$ cat src/sv/kmdd_pkg.sv
// Shared types, constants and the key decode table of the key matrix debounce unit.
// No dependencies; every other file of the unit imports this package.
package kmdd_pkg;

    localparam int KEY_COUNT  = 16;
    localparam int STAMP_BITS = 32;
    localparam int INDEX_BITS = $clog2(KEY_COUNT);

    localparam logic [15:0] DEBOUNCE_RESET = 16'd50;
    localparam logic [STAMP_BITS-1:0] STAMP_IDLE = {STAMP_BITS{1'b1}};

    // Decoded key values.
    localparam logic [3:0] VALUE_DIGIT_MAX = 4'd9;
    localparam logic [3:0] VALUE_POINT     = 4'd10;
    localparam logic [3:0] VALUE_NONE      = 4'd11;

    // Key index (column*4+row) to decoded value.
    localparam logic [3:0] KEY_MAP [0:KEY_COUNT-1] = '{
        4'd1, 4'd4, 4'd7, VALUE_NONE,
        4'd2, 4'd5, 4'd8, 4'd0,
        4'd3, 4'd6, 4'd9, VALUE_POINT,
        VALUE_NONE, VALUE_NONE, VALUE_NONE, VALUE_NONE
    };

    typedef struct packed {
        logic [15:0] key_levels;
        logic [31:0] now_ms;
    } t_key_in;

    typedef struct packed {
        logic [15:0] press_pulses;
        logic [15:0] release_pulses;
        logic        key_seen;
        logic [3:0]  key_index;
        logic [3:0]  key_value;
        logic        digit_flag;
    } t_key_out;

endpackage

$ cat src/sv/kmdd_merge.sv
// Merging stage: combines the lane pulses, picks the highest pressed key and decodes it.
// Depends on kmdd_pkg for the result type and the decode table.
module kmdd_merge
    import kmdd_pkg::*;
(
    input  logic [KEY_COUNT-1:0] i_press,
    input  logic [KEY_COUNT-1:0] i_release,
    output t_key_out             o_result
);

    logic [INDEX_BITS-1:0] idx;
    logic                  seen;
    logic [3:0]            value;

    always_comb begin
        idx  = '0;
        seen = |i_press;
        // Later lanes override earlier ones, so the highest index wins.
        for (int k = 0; k < KEY_COUNT; k++) begin
            if (i_press[k]) begin
                idx = INDEX_BITS'(k);
            end
        end
        value = seen ? KEY_MAP[idx] : VALUE_NONE;

        o_result.press_pulses   = i_press;
        o_result.release_pulses = i_release;
        o_result.key_seen       = seen;
        o_result.key_index      = 4'(idx);
        o_result.key_value      = value;
        o_result.digit_flag     = (value <= VALUE_DIGIT_MAX);
    end

endmodule

$ cat config.mk
export PLATFORM = sky130hd
export DESIGN_NAME = kmdd_merge
export DESIGN_NICKNAME = d
export VERILOG_FILES = /design/src/sv/kmdd_pkg.sv /design/src/sv/kmdd_merge.sv
export SDC_FILE = /design/constraint.sdc
export NUM_CORES = 1
export LEC_CHECK = 0
export ABC_AREA = 0
export BUFFER_PORTS_ARGS = -buffer_cell sky130_fd_sc_hd__buf_2
export CELL_PAD_IN_SITES_DETAIL_PLACEMENT = 1
export CELL_PAD_IN_SITES_GLOBAL_PLACEMENT = 1
export CORE_ASPECT_RATIO = 0.6
export CORE_MARGIN = 2
export CORE_UTILIZATION = 24
export DETAILED_ROUTE_END_ITERATION = 10
export PLACE_DENSITY = 0.95
export SYNTH_ARGS = -nofsm -noshare
export SYNTH_HDL_FRONTEND = slang
export SYNTH_SLANG_ARGS = --single-unit
$ cat constraint.sdc
create_clock -name vclk -period 3.75
set_input_delay 0.75 -clock vclk [all_inputs]
set_output_delay 0.75 -clock vclk [all_outputs]
set_load 0.05 [all_outputs]
==> results.toml <==
[status]
status = "completed"

[place]
io_buffer_count = 42
dp.final_hpwl_mm = 1.55
dp_cells = 132
place_congestion = 0.790

[clock_tree]
cts_setup_buffers = 0
cts_hold_buffers = 0
cts_resized = 0

[setup_path]
required_ps = 3000
crit_cells = 11
worst_setup_path_end_kind = "primary output"
critical_path.max_stage_delay_ps = 320
crit_start = "i_press[2]"
crit_buf_inv = 3
arrival_ps = 2840
crit_path_start_kind = "primary input"
criticalPathCategory = "primary input to primary output"
cp_cell_sequence = "buf_2 -> nand2b_1 -> a221o_1 -> a21oi_1 -> a221o_1 -> inv_1 -> ha_1 -> o21ai_0 -> a21oi_2 -> or3_1 -> buf_2"
slowest_stage = "or3_1"
critPathMaxFanout = 4
crit_path_end = "o_result[2]"
crit_family = "compound AO/OA/AOI/OAI gates"

[timing]
finalMaxSlewViolations = 0
tightest_slew_ps = 521
hold_ws_ps = 1500
hold_viol = 0
clock.fmax_mhz = 279
tns_ps = 0
slew_headroom = 0.650
rsz0062_at_grt = "false"
setup_violations = 0
period_share = 0.956
period_needed_ps = 3590

[global_route]
antenna_found_initial = 0
grt_overflow = 0
grt_pass1_vias = 611
grt_pass1_wl_mm = 2.97
grt_max_degree = 10
grt_usage = 0.113

[drt]
post_drt_wl_per_cell_um = 13.3
vias = 629
drc = 0
antenna_left = 0
dr.pass1.iters = 4
drt_iter0_markers = 5
routed_wl_mm = 1.80
vias_per_cell = 4.66

[floorplanning]
io_pins = 74
die_w_um = 71.7
fp.coreArea_um2 = 2560
start_util = 0.258
rows = 14
die_y_um = 44.6
design.die.area_um2 = 3200

[layout]
fillers = 330
ff_latch_area_um2 = 0
design.seq.count = 0
diodes = 0
area_growth_syn_to_layout_pct = 8.16
stdcell_count = 135
nets = 143
clkbuf_count = 0
drive_above_1_share = 0.534

[logic_synthesis]
yosys.area.top_type = "buf_4"
yosysMostFrequentCell = "buf_4"
avgSynthCellArea_um2 = 7.33
netlist_area_um2 = 659
synth_cell_types = 27
syn_nets = 128
synth_seq_area_share = 0
synth_top_cell_area_share = 0.376
netlist_top_cells_count = "buf_4, nor2_1, ha_1, inv_1, nand2_1"
postSynthCellCount = 90
synthTopCellsByArea = "buf_4, ha_1, nor4_4"
yosys_warnings = 0

[run]
maxCapViolCount = 0

[pwr]
vdd_drop_max_mv = 0.0501
p_leak_nw = 0.340
p_per_area_nw_per_um2 = 148

[min_path]
hold_path_class = "primary input to primary output"
## per-stage QoR
stage	cell area (um^2)	power, mW	setup WS, ps	util
3_5_place_dp	691	0.103	120	0.270
2_1_floorplan	681	0.126	13.0	-
3_3_place_gp	691	0.0995	244	0.270
5_1_grt	713	0.114	8.66	0.279
4_1_cts	691	0.103	117	0.270
6_report	713	0.106	165	0.279
## layout by cell type (no fill, tap or decap), drive strengths merged
master / n
a21oi: 4
a221o: 2
a2bb2oi: 1
a311oi: 1
and2b: 1
buf: 46
ha: 6
inv: 6
mux2i: 1
nand2: 5
nand2b: 3
nand3: 1
nand3b: 1
nand4: 1
nor2: 12
nor3: 1
nor4: 4
o211ai: 1
o21ai: 3
o311ai: 1
or3: 1
or4: 1
## layer usage
layer | up-vias | track usage | wire [um]
met2 | 31 | 0.206 | 838
met1 | 297 | 0.153 | 804
met4 | 0 | 0 | 0
met5 | - | 0 | 0
met3 | 0 | 0.0182 | 159
li1 | 301 | - | -
## final cells by class
cell class / count / area, um^2 / share of cell area
Tap cell: 32 / 40.0 / 0.0561
Inverter: 6 / 22.5 / 0.0316
Timing Repair Buffer: 46 / 240 / 0.337
Multi-Input combinational cell: 51 / 410 / 0.575
## how the worst min path moves through the flow
stage | from | endpoint | slack (ps) | cells after the start
floorplan | i_release[0] | o_result[10] | 1670 | 1
global placement | i_release[4] | o_result[14] | 1500 | 0
detailed placement | i_release[4] | o_result[14] | 1500 | 0
CTS | i_release[4] | o_result[14] | 1500 | 0
global route | i_release[11] | o_result[21] | 1500 | 0
finish | i_release[11] | o_result[21] | 1500 | 0
## power breakdown
| part | internal [mW] | switching, mW | leakage (nW) |
|---|---|---|---|
| combinational | 0.0296 | 0.0762 | 0.340 |
| sequential | 0 | 0 | 0 |
| clock | 0 | 0 | 0 |
## kinds of logic (layout without fill, tap and decap cells)
group	after synthesis	count (layout)	synth area share
buf+inv	39	52	0.410
mux	1	1	0.0152
compound gates	13	13	0.167
simple gates	31	31	0.294
fa+ha+maj	6	6	0.114
No activity file was read; power rests on OpenSTA's default activity.
