### config.mk
export PLATFORM = sky130hd
export DESIGN_NAME = kmdd_lane
export DESIGN_NICKNAME = d
export VERILOG_FILES = /design/src/sv/kmdd_pkg.sv /design/src/sv/kmdd_lane.sv
export SDC_FILE = /design/constraint.sdc
export NUM_CORES = 1
export LEC_CHECK = 0
export BUFFER_PORTS_ARGS = -buffer_cell sky130_fd_sc_hd__buf_2
export CAP_MARGIN = 20
export CORE_ASPECT_RATIO = 0.8
export CORE_MARGIN = 1.5
export CORE_UTILIZATION = 55
export DETAILED_ROUTE_END_ITERATION = 16
export PLACE_DENSITY = 0.74
export SLEW_MARGIN = 10
export SYNTH_ARGS = -nofsm -noshare
export SYNTH_HDL_FRONTEND = slang
export SYNTH_SLANG_ARGS = --single-unit
### constraint.sdc
create_clock -name i_clk -period 9.37 [get_ports i_clk]
set_input_delay 2.3425 -clock i_clk [delete_from_list [all_inputs] [get_ports i_clk]]
set_output_delay 2.3425 -clock i_clk [all_outputs]
set_load 0.02 [all_outputs]
### src/sv/kmdd_pkg.sv
// Shared types, constants and the key decode table of the key matrix debounce unit.
// No dependencies; every other file of the unit imports this package.
package kmdd_pkg;

    localparam int KEY_COUNT  = 16;
    localparam int STAMP_BITS = 32;
    localparam int INDEX_BITS = $clog2(KEY_COUNT);

    localparam logic [15:0] DEBOUNCE_RESET = 16'd50;
    localparam logic [STAMP_BITS-1:0] STAMP_IDLE = {STAMP_BITS{1'b1}};

    // Decoded key values.
    localparam logic [3:0] VALUE_DIGIT_MAX = 4'd9;
    localparam logic [3:0] VALUE_POINT     = 4'd10;
    localparam logic [3:0] VALUE_NONE      = 4'd11;

    // Key index (column*4+row) to decoded value.
    localparam logic [3:0] KEY_MAP [0:KEY_COUNT-1] = '{
        4'd1, 4'd4, 4'd7, VALUE_NONE,
        4'd2, 4'd5, 4'd8, 4'd0,
        4'd3, 4'd6, 4'd9, VALUE_POINT,
        VALUE_NONE, VALUE_NONE, VALUE_NONE, VALUE_NONE
    };

    typedef struct packed {
        logic [15:0] key_levels;
        logic [31:0] now_ms;
    } t_key_in;

    typedef struct packed {
        logic [15:0] press_pulses;
        logic [15:0] release_pulses;
        logic        key_seen;
        logic [3:0]  key_index;
        logic [3:0]  key_value;
        logic        digit_flag;
    } t_key_out;

endpackage

### src/sv/kmdd_lane.sv
// One key lane: edge detection, press and release debounce timers for a single key.
// Depends on kmdd_pkg for the stamp width and the idle stamp value.
module kmdd_lane
    import kmdd_pkg::*;
(
    input  logic                  i_clk,
    input  logic                  i_rst_n,
    input  logic                  i_accept,
    input  logic                  i_level,
    input  logic [STAMP_BITS-1:0] i_now,
    input  logic [15:0]           i_debounce_ms,
    output logic                  o_press,
    output logic                  o_release
);

    logic                  r_prev, n_prev;
    logic                  r_press_armed, n_press_armed;
    logic                  r_release_armed, n_release_armed;
    logic [STAMP_BITS-1:0] r_press_start, n_press_start;
    logic [STAMP_BITS-1:0] r_release_start, n_release_start;

    logic                  rise, fall;
    logic                  press_run, release_run;
    logic [STAMP_BITS-1:0] press_from, release_from;
    logic [STAMP_BITS-1:0] press_elapsed, release_elapsed;
    logic                  press_done, release_done;
    logic [STAMP_BITS-1:0] limit;

    always_comb begin
        limit       = STAMP_BITS'(i_debounce_ms);
        rise        = i_level & ~r_prev;
        fall        = ~i_level & r_prev;

        // A timer armed by an edge in this scan is tested in the same scan.
        press_run   = rise | r_press_armed;
        press_from  = rise ? i_now : r_press_start;
        press_elapsed = i_now - press_from;
        press_done  = press_run & (press_elapsed >= limit);

        release_run   = fall | r_release_armed;
        release_from  = fall ? i_now : r_release_start;
        release_elapsed = i_now - release_from;
        release_done  = release_run & (release_elapsed >= limit);

        o_press   = press_done & i_level;
        o_release = release_done & ~i_level;

        n_prev          = i_level;
        n_press_armed   = press_run & ~press_done;
        n_release_armed = release_run & ~release_done;
        n_press_start   = press_done ? STAMP_IDLE : press_from;
        n_release_start = release_done ? STAMP_IDLE : release_from;
    end

    always_ff @(posedge i_clk) begin
        if (!i_rst_n) begin
            r_prev          <= 1'b0;
            r_press_armed   <= 1'b0;
            r_release_armed <= 1'b0;
        end else if (i_accept) begin
            r_prev          <= n_prev;
            r_press_armed   <= n_press_armed;
            r_release_armed <= n_release_armed;
        end
    end

    // Start stamps are only read while armed, so they need no reset.
    always_ff @(posedge i_clk) begin
        if (i_accept) begin
            r_press_start   <= n_press_start;
            r_release_start <= n_release_start;
        end
    end

endmodule

==> parameters.txt, run 1 <==
Parameter                              Value

Pwr
  Clock Power Share ... 26.0%
  Part of the total power dissipated in sequential elements ... a little over a quarter
  Tot Pwr ... approximately 1400 uW
  Sw power ... 555.3 uW
  Share of power burned in combinational logic ... between 40% and 50%
  Internal power ... 827.7 uW
  Worst-case vdd ir drop ... 0.1217 mV
  Leakage ... 0.004104 uW
  Switching share of power ... between 40% and 50%
  Power per standard cell area ... between 100 and 150 nW/um^2

Clock network
  CTS Buffer Depth ... 2
  H-tree depth reported by CTS ... 3
  Later-pin clock latency in the skew report ... 0.35 ns
  Clock tree from TritonCTS ... built
  Count of hold buffers inserted by post-cts repair ... 0
  Master cell of the clock root buffer ... clkbuf_16
  CTS Sinks ... 67
  TritonCTS Buffers ... 9
  Clock edge transition at the registers on the reported setup and hold paths ... 0.06 ns

Worst setup path
  Critical path startpoint category ... input port
  Crit path max-delay family ... compound AO/OA/AOI/OAI gates
  Library cell contributing the largest single delay on the critical path ... or3_4
  Max incr delay on CP ... ~0.4 ns
  Count of buffer and inverter cells on the critical path ... 5
  Worst setup path startpoint ... i_level
  Worst setup path category ... input port to output port
  Cell occurring most often along the worst timing path ... buf_4
  R2R Path Start ... r_prev
  Maximum fanout along the worst path ... 3
  Crit path DAT ... 6.91 ns
  Required @ worst endpoint ... 7.03 ns
  Kind of capture point of the worst setup path ... output port

Synthesis
  Synth cell types ... 85
  Largest area contributor in the netlist ... edfxtp_1
  Flops & latches, synth ... between 60 and 70
  Post-synthesis async set-or-reset flop share ... 0%
  Fraction of post-synthesis cell area in the top cell type by area ... about 22%
  Biggest area contributors in the synthesized netlist ... edfxtp_1 (22%), ha_1 (11%), a21oi_1 (6.3%)
  Synth cell count leaders ... nand2_1 (122), a21oi_1 (111), ha_1 (74)
  Mean post-synth cell area ... 7.863 sq um
  Leading register cell type out of synthesis ... edfxtp_1
  Nets in the synthesized netlist ... 1,244
  Post-synth EDFFs ... 64
  Synthesized area ... approximately 9000 sq um
  Top-count cell post-synth ... nand2_1
  Yosys Warn Count ... 0
  Gate Count Post-Synth ... 1,118
  Sequential-to-total area share from yosys stat ... between 20 and 25%

Timing
  Final hold vios ... 0
  Relative max-transition margin ... 38.24%
  Setup TNS after final layout ... 0 ns
  Slew Limit Fails ... 0
  Hold WS ... around 0.57 ns
  Minimum clock period ... 9.253 ns
  Final critical-path share of the clock period ... 98.75%
  Count of endpoints failing setup in the final report ... 0
  Setup clock skew after layout ... about 0.013 ns
  Highest clock rate ... 108.1 MHz
  Transition at the pin with the smallest max-transition slack ... 0.9265 ns

GRT
  Antenna violations before repair ... 1
  Global routing usage summed across all routing layers ... 34.06%
  Via count of the first global-routing pass ... about 8.1k
  Global-route wire length before repair ... 43.70 mm
  Met2 capacity usage during global routing ... 50.14%
  Grt ovf ... 0
  Met1 track demand over resource ... around 51%
  GRT busiest layer ... met1
  Met3 global-route usage ... 6.653%
  Pin count of the biggest net entering global routing ... 70

Routing
  Remaining antenna violation count after routing ... 0
  Mean number of vias per cell ... about 6.5
  Sum of routed wire length over all layers ... 28.16 mm
  DRC violations left ... 0
  Detailed-routing iteration count for the pre-antenna-repair pass ... 5
  Count of vias placed by the detailed router ... 9,068
  Final routed wire length divided by cell count ... between 20 and 25 microns
  Initial drt markers ... 842

Final layout
  Number of nets in the layout ... 1,310
  Area Overhead vs Synth ... 15.02%
  Post-route cell area ... 10,110 sq um
  Fraction of layout instances using a drive strength above 1 ... 17.24%

Run status
  Run status ... finished, final reports clean

Die
  Die X-Extent ... 144.4 microns
  Row count ... 41
  Die Y ... about 120 microns
  Starting Density ... 56.00%
  Total core area ... 15,700 sq um
  Area enclosed by the die boundary ... 16,760 sq um
  Number of top-level pins ... between 50 and 60

Hold path
  HP Start ... r_press_start[26]
  Hold crit path type ... flip-flop to flip-flop

Place
  Placed instance area ... approximately 9500 sq um
  Weighted congestion reported at the end of routability-driven placement ... 0.9954
  Count of buffers from port buffering ... 53
  DP HPWL ... 21.93 mm

Job
  Max_cap viols ... 0
-- tightest hold or removal path, stage by stage (launching register included) --
cell and delay [ns]:
edfxtp_1 0.32, mux2i_1 0.08, nand2_1 0.07
-- layout make-up --
| cell class | count | area [sq um] |
|---|---|---|
| clock buffer | 9 | 225.2 |
| fill | 1400 | 5587 |
| clock inverter | 7 | 81.33 |
| timing repair buffer | 117 | 758.2 |
| antenna | 1 | 2.502 |
| sequential | 67 | 1982 |
| multi-input combinational | 932 | 6579 |
| tap | 215 | 269.0 |
| inverter | 57 | 214.0 |
-- timing repair --
item,CTS,global route
endpoints found under the hold margin,0,0
pin swaps,2,38
buffers inserted,0,10
setup endpoints to repair,2,2
resized for setup,6,51
-- metal layers --
metal	wire, microns	part of all wire [%]	up-vias
met5	0	0	-
met4	587	2.1	0
met3	2539	9.0	40
met2	11910	42	413
met1	13130	47	4280
li1	-	-	4335
-- metrics by stage --
stage / utilization (%) / setup slack, ns / cells
floorplan: - / -0.06888 / 1118
global placement: 60.43 / 0.09867 / 1378
detailed placement: 60.43 / -0.04450 / 1378
CTS: 62.48 / 0.002765 / 1394
global route: 64.41 / -0.05082 / 1405
finish: 64.41 / 0.1171 / 1405
-- power by group through the flow --
stage	Clock, uW	Combinational [uW]	Sequential [uW]
after CTS	366	605	360
after global routing	377	724	362
after global placement	0	598	365
after detailed placement	0	599	366
after floorplan	0	426	363
final	360	663	360
-- cell families after synthesis --
logic type,synth area share [%]
buffers and inverters,5.551
adder cells (fa/ha/maj),12.75
AND/OR/NAND/NOR,21.55
XOR/XNOR,5.280
flip-flops,22.54
multiplexers,5.266
AO/OA/AOI/OAI,27.06
-- state kept, by name, indices dropped and copies added, names as in the netlist --
name and cells:
r_release_start 32, r_press_start 32, r_press_armed 1, r_release_armed 1
r_prev 1
-- cells in the final DEF (no fill, tap or decap), types with 36 or more instances in the layout --
cell type | synthesis | final
nor2_1 | 72 | 70
o21ai_0 | 60 | 53
ha_1 | 74 | 70
buf_2 | 15 | 51
buf_4 | 4 | 64
nor3_1 | 43 | 42
inv_1 | 57 | 55
mux2i_1 | 44 | 44
xnor2_1 | 38 | 36
edfxtp_1 | 64 | 64
nand2_1 | 122 | 121
a21oi_1 | 111 | 104
-- worst paths after layout --
path                                             to  slack [ns]  depth (start not counted)
worst max-delay path                      o_release        0.12                         26
worst min-delay path              r_press_start[26]        0.57                          2
worst max register to register  r_release_start[11]        3.83                         24
worst min register to register    r_press_start[26]        0.57                          2
(Power assumes the default switching activity.)
==> inputs of run 2 (changes only) <==
Settings changed: ABC_AREA from default to 1, BUFFER_PORTS_ARGS -buffer_cell sky130_fd_sc_hd__buf_2 to default, DONT_BUFFER_PORTS from default to 1, PLACE_DENSITY 0.74 to 0.71.
==> run 2 against run 1 <==
Sequential cell count unchanged. Fmax increased by 8.0%. First-iteration DRC count increased by 17%. Die area decreased by 2.3%. Hold slack got worse by 0.020 ns. Synthesized cell count increased by 21%. Cell count increased by 11%. Global-route usage decreased by 2.4 points. Core utilization decreased by 4.3 points. Register-to-register slack improved by 1.1 ns. Sequential power increased by 1%. Clock power increased by 18%. Critical path type unchanged. Critical endpoint unchanged.
==> parameters.txt, run 2 <==
Parameter                              Value

Run status
  Run status ... finished, final reports clean

Timing
  Setup clock skew after layout ... 0.004482 ns (-0.008513 ns)
  Minimum setup slack in the final design ... 0.8042 ns (+0.6871 ns)
  Transition at the pin with the smallest max-transition slack ... 0.6881 ns (-0.2384 ns)
  Unrepaired setup endpoints after global routing ... no
  Final critical-path share of the clock period ... 91.42% (-7.3 points)
  Highest clock rate ... 116.7 MHz (+8.0%)
  Minimum clock period ... 8.566 ns (-0.6871 ns)
  Count of endpoints failing setup in the final report ... 0 (unchanged)
  Final hold vios ... 0 (unchanged)
  Setup TNS after final layout ... 0 ns (unchanged)
  Relative max-transition margin ... 53.96% (+16 points)
  Slew Limit Fails ... 0 (unchanged)

Clock network
  H-tree depth reported by CTS ... 3 (unchanged)
  Count of hold buffers inserted by post-cts repair ... 0 (unchanged)
  Master cell of the clock root buffer ... clkbuf_16
  Number of resized instances in the post-cts repair step ... 0 (-6)
  Later-pin clock latency in the skew report ... 0.34 ns (about the same)
  Number of post-CTS setup repair buffers ... 0 (unchanged)
  Clock edge transition at the registers on the reported setup and hold paths ... 0.06 ns (about the same)
  CTS Sinks ... 67 (unchanged)
  TritonCTS Buffers ... 9 (unchanged)
  CTS Buffer Depth ... 2 (unchanged)
  Clock tree from TritonCTS ... built

Worst setup path
  Crit path DAT ... 6.22 ns (-0.69 ns)
  Worst setup path category ... input port to output port
  Register-to-register setup slack ... 4.94 ns (+1.11 ns)
  Required @ worst endpoint ... 7.03 ns (about the same)
  Maximum fanout along the worst path ... 36 (+33)
  Kind of capture point of the worst setup path ... output port
  Critical path startpoint category ... input port

Place
  Count of buffers from port buffering ... 0 (-100%)
  Weighted congestion reported at the end of routability-driven placement ... 0.9619 (-3.4%)
  Dpl cells ... 1,550 (+12%)
  DP HPWL ... 20.78 mm (-5.2%)
  Pre-CTS WS ... 0.8556 ns (+0.9001 ns)

Synthesis
  Flops & latches, synth ... 67 (unchanged)
  Top-count cell post-synth ... nand2_1
  Nets in the synthesized netlist ... 1,481 (+19%)
  Sequential-to-total area share from yosys stat ... 23.09% (+0.55 points)
  Yosys Warn Count ... 0 (unchanged)
  Largest area contributor in the netlist ... edfxtp_1
  Synthesized area ... 8582 sq um (-2.4%)
  Leading register cell type out of synthesis ... edfxtp_1
  Synth cell types ... 39 (-54%)
  Gate Count Post-Synth ... 1,355 (+21%)
  Mean post-synth cell area ... 6.334 sq um (-19%)
  Post-synth EDFFs ... 64 (unchanged)
  Post-synthesis async set-or-reset flop share ... 0% (unchanged)
  Fraction of post-synthesis cell area in the top cell type by area ... 22.39% (+0.53 points)
  Synth cell count leaders ... nand2_1 (437), inv_1 (219), nor2_1 (123)
  Biggest area contributors in the synthesized netlist ... edfxtp_1 (22%), nand2_1 (19%), ha_1 (11%)

Final layout
  ANT cells ... 0 (-1)
  Fraction of layout instances using a drive strength above 1 ... 5.236% (-12 points)
  Number of nets in the layout ... 1,477 (+13%)
  Seq. cell area ... 1982 sq um (unchanged)
  Largest registers ranked by flip-flop count ... r_press_start x32, r_release_start x32
  Area used by multi-input combinational logic ... 5602 sq um (-15%)
  Leading cell types in the layout, fill and taps excluded ... nand2_1 (437), inv_1 (219), nor2_1 (123)
  Post-layout instance count excluding filler cells ... 1,566 (+11%)
  Most common cell after layout, fill and taps aside ... nand2_1
  Area Overhead vs Synth ... 5.875%
  Fill count ... 1,484 (+6.0%)

Die
  Die X-Extent ... 142.7 microns (-1.2%)
  Row count ... 40 (-2.4%)
  Die Y ... 114.7 microns (-1.2%)
  Starting Density ... 56.78% (+0.78 points)
  Total core area ... 15,110 sq um (-3.7%)
  Number of top-level pins ... 54 (unchanged)
  Area enclosed by the die boundary ... 16,370 sq um (-2.3%)

GRT
  Grt ovf ... 0 (unchanged)
  Global routing usage summed across all routing layers ... 31.64% (-2.4 points)
  Global-route wire length before repair ... 39.63 mm (-9.3%)
  Via count of the first global-routing pass ... 7,629 (-6.2%)
  Antenna violations before repair ... 0 (-1)
  Pin count of the biggest net entering global routing ... 71 (+1.4%)

Pwr
  Leakage ... 0.004983 uW (+21%)
  Worst-case vdd ir drop ... 0.09768 mV (-20%)
  Power per standard cell area ... 151.5 nW/um^2 (+11%)

Routing
  Remaining antenna violation count after routing ... 0 (unchanged)
  Mean number of vias per cell ... 5.478 (-15%)
  Detailed-routing iteration count for the pre-antenna-repair pass ... 8 (+3)
  Sum of routed wire length over all layers ... 25.21 mm (-10%)
  Count of vias placed by the detailed router ... 8,579 (-5.4%)
  Final routed wire length divided by cell count ... 16.10 microns (-20%)
  Initial drt markers ... 987 (+17%)
  DRC violations left ... 0 (unchanged)

Job
  Max_cap viols ... 0 (unchanged)

Hold path
  Hold crit path type ... flip-flop to flip-flop
run 2: report_power, final:
group | switching [uW] | internal, uW | total (uW)
Sequential | 8.40 | 356 | 365
Clock | 136 | 288 | 424
Combinational | 383 | 205 | 587
Total | 527 | 849 | 1380
run 2: worst paths after layout:
kind,start,cells after the start,endpoint
setup reg to reg,r_prev,24,r_press_start[28]
setup / recovery,i_level,26,o_release
hold reg to reg,r_press_armed,2,r_press_armed
hold / removal,r_press_armed,2,r_press_armed
run 2: logic make-up after synthesis:
group,synth area share (%)
AND/OR/NAND/NOR,36.08
buffers and inverters,11.63
AO/OA/AOI/OAI,11.11
adder cells (fa/ha/maj),10.79
flip-flops,23.09
multiplexers,4.432
XOR/XNOR,2.858
run 2: critical path, stage by stage:
cell and delay, ns:
inv_2 0.05, nand2_2 0.39, o21ai_0 0.41, ha_1 0.23, inv_1 0.07, ha_1 0.18, inv_1 0.05, nand2_1 0.09
nand3_1 0.10, nand3_1 0.13, nand2_1 0.09, nand2_1 0.09, xnor2_1 0.14, ha_1 0.28, nand2_1 0.08, nor2_1 0.05
a211oi_1 0.19, a21oi_1 0.10, nor2_1 0.10, nand3_1 0.09, nor2_1 0.12, nand3_1 0.08, nor2_1 0.11, nand2_2 0.10
nand2_4 0.35, nor2_1 0.21
run 2: cell type report:
cell class | count | share of cell area, %
Tap cell | 210 | 2.892
Clock buffer | 10 | 2.520
Multi-Input combinational cell | 1045 | 61.65
Clock inverter | 6 | 1.501
Inverter | 223 | 9.212
Timing Repair Buffer | 5 | 0.4131
Sequential cell | 67 | 21.81
run 2: per-stage QoR:
stage	total power [uW]	util [%]	area, sq um	hold slack [ns]
floorplan	816.9	-	8582	0.5005
detailed placement	943.2	57.70	8721	0.5313
global placement	934.6	57.70	8721	0.5169
global route	1469	60.12	9086	0.5977
finish	1376	60.12	9086	0.5503
CTS	1369	60.12	9086	0.5464
run 2: metal layers:
layer / vias to the layer above / global-route usage (%) / share of wire, %
li1: 4361 / - / -
met1: 3883 / 47.64 / 49
met2: 295 / 47.06 / 41
met3: 40 / 5.061 / 7.6
met4: 0 / 7.973 / 2.1
met5: - / 0 / 0
